### config.mk
export PLATFORM = sky130hd
export DESIGN_NAME = mfmct_mod_unit
export DESIGN_NICKNAME = d
export VERILOG_FILES = /design/src/rtl/mfmct_pkg.sv /design/src/rtl/mfmct_mod_unit.sv
export SDC_FILE = /design/constraint.sdc
export NUM_CORES = 1
export LEC_CHECK = 0
export BUFFER_PORTS_ARGS = -buffer_cell sky130_fd_sc_hd__clkbuf_2
export CAP_MARGIN = 30
export CORE_MARGIN = 5
export CORE_UTILIZATION = 56
export DETAILED_ROUTE_END_ITERATION = 8
export PLACE_DENSITY_LB_ADDON = 0.05
export SLEW_MARGIN = 10
export SYNTH_ARGS = -nofsm -noshare
export SYNTH_HDL_FRONTEND = slang
export SYNTH_SLANG_ARGS = --single-unit
export TNS_END_PERCENT = 5
### constraint.sdc
create_clock -name clk_i -period 3 [get_ports clk_i]
set_input_delay 0.15 -clock clk_i [delete_from_list [all_inputs] [get_ports clk_i]]
set_output_delay 0.15 -clock clk_i [all_outputs]
set_load 0.05 [all_outputs]
### src/rtl/mfmct_pkg.sv
package mfmct_pkg;

  localparam int POS_W  = 18;
  localparam int LEN_W  = 19;
  localparam int BYTE_W = 8;

  localparam int MIN_TRACK_CELLS  = 16;
  localparam int TRACK_LENGTH_RST = 100000;

  // request codes
  localparam logic REQ_WRITE = 1'b0;
  localparam logic REQ_READ  = 1'b1;

  // cell store port controls
  typedef struct packed {
    logic rd;
    logic wr;
  } mem_cmd_t;

endpackage

### src/rtl/mfmct_mod_unit.sv
module mfmct_mod_unit #(
  parameter int VW = 18,
  parameter int LW = 19
) (
  input  logic          clk_i,
  input  logic          rst_ni,
  input  logic          start_i,
  input  logic [VW-1:0] dividend_i,
  input  logic [LW-1:0] divisor_i,
  output logic          done_o,
  output logic [LW-1:0] rem_o
);
  import mfmct_pkg::*;

  localparam int CNTW = (VW > 1) ? $clog2(VW) : 1;

  logic            busy_q, busy_d;
  logic            done_q, done_d;
  logic [CNTW-1:0] cnt_q, cnt_d;
  logic [VW-1:0]   dvd_q, dvd_d;
  logic [LW-1:0]   div_q, div_d;
  logic [LW:0]     rem_q, rem_d;
  logic [LW:0]     rem_sh;

  // restoring remainder, one dividend bit per cycle
  always_comb begin
    busy_d = busy_q;
    done_d = 1'b0;
    cnt_d  = cnt_q;
    dvd_d  = dvd_q;
    div_d  = div_q;
    rem_d  = rem_q;
    rem_sh = {rem_q[LW-1:0], dvd_q[VW-1]};
    if (start_i) begin
      busy_d = 1'b1;
      cnt_d  = CNTW'(VW - 1);
      dvd_d  = dividend_i;
      div_d  = divisor_i;
      rem_d  = '0;
    end else if (busy_q) begin
      dvd_d = dvd_q << 1;
      if (rem_sh >= {1'b0, div_q}) begin
        rem_d = rem_sh - {1'b0, div_q};
      end else begin
        rem_d = rem_sh;
      end
      if (cnt_q == '0) begin
        busy_d = 1'b0;
        done_d = 1'b1;
      end else begin
        cnt_d = cnt_q - 1'b1;
      end
    end
  end

  always_ff @(posedge clk_i or negedge rst_ni) begin
    if (!rst_ni) begin
      busy_q <= 1'b0;
      done_q <= 1'b0;
    end else begin
      busy_q <= busy_d;
      done_q <= done_d;
    end
  end

  always_ff @(posedge clk_i) begin
    cnt_q <= cnt_d;
    dvd_q <= dvd_d;
    div_q <= div_d;
    rem_q <= rem_d;
  end

  assign done_o = done_q;
  assign rem_o  = rem_q[LW-1:0];

endmodule

==> flow_summary.yaml <==
clock_tree:
  clock_latency_ns: 0.34
  ctsHtreeMaxLevel: 3
  numCtsBuffers: 9
  cts_tree: "built"
  cts.clk_slew.worst_paths_ns: 0.07
  cts-root-buf: "clkbuf_8"
  clock_sinks: 63
  cts.path.max_buffers: 2
worst_setup_path:
  start_kind: "flop"
  crit_required_ns: 3.25
  startpoint: "div_q[10]$_DFFE_PP_"
  endpoint: "rem_q[2]$_SDFFE_PP0P_"
  end_kind: "flop"
  worstPathArrival_ns: 3.01
  path_class: "flop to flop"
  reg2reg_slack_ns: 0.24
  reg2reg_depth: 9
  worstPathMaxFanout: 23
  reg2reg_from: "div_q[10]$_DFFE_PP_"
  r2r_end: "rem_q[2]$_SDFFE_PP0P_"
routing:
  ant_nets: 0
  via_per_inst: 5.69
  dr.pass1.iters: 5
  drt_first_iter_violations: 129
  drt-wirelength-per-cell_um: 16.7
  wirelength_um: 8200
  drc: 0
  vias: 2787
floorplanning:
  row_count: 28
  die_area_um2: 7880
  io-pin-count: 60
  dieWidth_um: 88.8
  start_util: 0.580
  fp.dieH_um: 88.8
  placeableCoreArea_um2: 5990
yosys:
  synthFlopType: "edfxtp_1"
  syn_avg_cell_area_um2: 10.7
  yosysWarnings: 0
  syn_area_um2: 3470
  synthesis.nets: 388
  synth_edf_count: 37
  ys_seq_elements: 63
  seq_area_frac_synth: 0.473
  synthCells: 326
  synth.distinct_cells: 52
  async_flop_share: 0.0317
pwr:
  power.share.clock: 0.325
  p_leak_nw: 1.95
  p_sw_frac: 0.312
  p_comb_frac: 0.272
  total_power_w: 0.00279
  internal_power_w: 0.00192
  p_switching_w: 0.000869
  pwr-share-seq: 0.403
  pwr_density_cell_nw_per_um2: 646
  peakVddDrop_mv: 0.498
global_routing:
  grt_pass1_wl_um: 13800
  overflow: 0
  grt_pass1_vias: 2872
  antenna_found_initial: 0
  grt_max_degree: 44
  track_usage: 0.231
place:
  dp_hpwl_um: 5710
  pre_cts_slack_ns: 0.233
  routabilityCongestion: 0.931
  port_buffers: 59
layout:
  nNetsFinal: 472
  diodes: 0
  utilization: 0.720
  layout-drive-gt1-share: 0.258
  areaGrowthSynthToFinish_pct: 24.1
timing:
  finalCriticalPeriod_ns: 2.76
  worst_pin_slew_ns: 0.872
  hold_viol: 0
  setup_ws_ns: 0.240
  grt_setup_unrepaired: "no"
  finalMaxSlewViolations: 0
  fin_skew_ns: 0.00707
  finalSetupViolations: 0
  post-route-period-util: 0.920
  relSlewSlack: 0.417
  fmax_mhz: 362
  tns_ns: 0
  hold_ws_ns: 0.103
status:
  status: "finished clean"
worst_hold_path:
  hold_path_class: "primary input to flop"
run:
  cap_violations: 0
[power groups by stage]
stage | logic (W) | registers [W] | clock network, W
finish | 0.000757 | 0.00112 | 0.000906
floorplan | 0.000464 | 0.00121 | 0
global placement | 0.000707 | 0.00114 | 0
global route | 0.000840 | 0.00114 | 0.000964
CTS | 0.000752 | 0.00112 | 0.000919
detailed placement | 0.000726 | 0.00114 | 0
[per-stage QoR]
step / instance area [µm²] / cells
3_5_place_dp: 3860 / 454
3_3_place_gp: 3860 / 454
2_1_floorplan: 3470 / 326
5_1_grt: 4310 / 490
6_report: 4310 / 490
4_1_cts: 4300 / 490
[critical path, stage by stage (launching register included)]
cell      delay [ns]
edfxtp_1        0.39
inv_1           0.07
ha_1            0.27
and2_1          0.25
a221oi_2        0.39
o31a_1          0.23
a221oi_2        0.09
nor2_4          0.55
mux2i_1         0.16
a211oi_1        0.27
[how the worst min path moves through the flow]
stage,slack [ns],to,start,cells after the start
3_3_place_gp,-0.06,done_o$_DFF_PN0_,rst_ni,1
6_report,0.10,dvd_q[8]$_DFFE_PP_,dividend_i[8],2
2_1_floorplan,-0.15,busy_q$_DFF_PN0_,rst_ni,0
4_1_cts,0.09,dvd_q[8]$_DFFE_PP_,dividend_i[8],2
5_1_grt,0.09,dvd_q[6]$_DFFE_PP_,dividend_i[6],2
3_5_place_dp,-0.06,done_o$_DFF_PN0_,rst_ni,1
[cells in the final DEF (no fill, tap or decap), types with 9 or more instances in the layout]
cell | synthesis | layout
o21ai_0 | 16 | 16
a21oi_1 | 12 | 12
nand2_1 | 21 | 21
edfxtp_1 | 37 | 37
dlygate4sd3_1 | 0 | 20
inv_1 | 25 | 25
clkbuf_8 | 0 | 9
nor2_1 | 25 | 25
mux2_2 | 18 | 18
dfxtp_1 | 24 | 24
ha_1 | 21 | 21
xnor2_1 | 11 | 11
mux2i_1 | 9 | 9
clkbuf_2 | 0 | 59
a211oi_1 | 9 | 9
[repair_timing]
| item | in CTS | in global routing |
|---|---|---|
| setup buffers | 0 | 0 |
| hold endpoints to repair | 21 | 0 |
| resized for setup | 0 | 1 |
| hold buffers | 20 | 0 |
| endpoints found under the setup margin | 0 | 1 |
[flip-flops by register name (all words and copies together) (netlist names)]
signal and cells:
done_o 1, rem_q 19, busy_q 1, div_q 19, dvd_q 18, cnt_q 5
[layout make-up]
class,count,area [µm²]
clock buffers,9,124
clock inverters,7,120
fillers,464,1680
well taps,75,93.8
flip-flops and latches,63,1640
repair buffers,87,556
multi-input cells,224,1680
inverters,25,93.8
[cells in the mapped netlist, types with 2 or more instances]
master | instances | area (µm²)
a32oi_1 | 7 | 61.3
a21oi_1 | 12 | 60.1
a311oi_1 | 2 | 17.5
nand2b_1 | 4 | 25.0
xor2_1 | 7 | 61.3
a211o_1 | 3 | 26.3
o31ai_1 | 2 | 15.0
a211oi_1 | 9 | 67.6
inv_1 | 25 | 93.8
a31oi_1 | 2 | 12.5
a21o_1 | 6 | 45.0
xnor2_1 | 11 | 96.3
clkbuf_1 | 10 | 37.5
buf_2 | 2 | 10.0
edfxtp_1 | 37 | 1110
mux2_2 | 18 | 203
mux2i_1 | 9 | 90.1
or4_1 | 2 | 15.0
nand3b_1 | 2 | 15.0
a221oi_2 | 2 | 30.0
nand2_1 | 21 | 78.8
o21a_1 | 7 | 52.6
dfxtp_1 | 24 | 480
dfrtp_1 | 2 | 50.1
o21ai_0 | 16 | 80.1
nand4_1 | 3 | 18.8
nor3_1 | 3 | 15.0
o31a_1 | 2 | 17.5
nor2_1 | 25 | 93.8
and2_1 | 2 | 12.5
nor2b_1 | 3 | 18.8
ha_1 | 21 | 263
nand3_1 | 6 | 30.0
[metal layers]
metal	vias up	GRT usage	wire (µm)
met5	-	0	0
met4	0	0.0508	80
met3	8	0.0633	573
met2	107	0.396	4090
met1	1310	0.290	3460
li1	1362	-	-
[kinds of logic (layout without fill, tap and decap cells)]
kind of cell | after synthesis | after routing | synth area share
xor gates and xnor gates | 18 | 18 | 0.0454
and+or+nand+nor | 77 | 77 | 0.108
muxes | 27 | 27 | 0.0843
buffers and inverters | 39 | 128 | 0.0450
AOI/OAI and AO/OA | 80 | 80 | 0.163
DFF | 63 | 63 | 0.473
adders and majority gates | 22 | 22 | 0.0814
No activity file was read; power rests on OpenSTA's default activity.
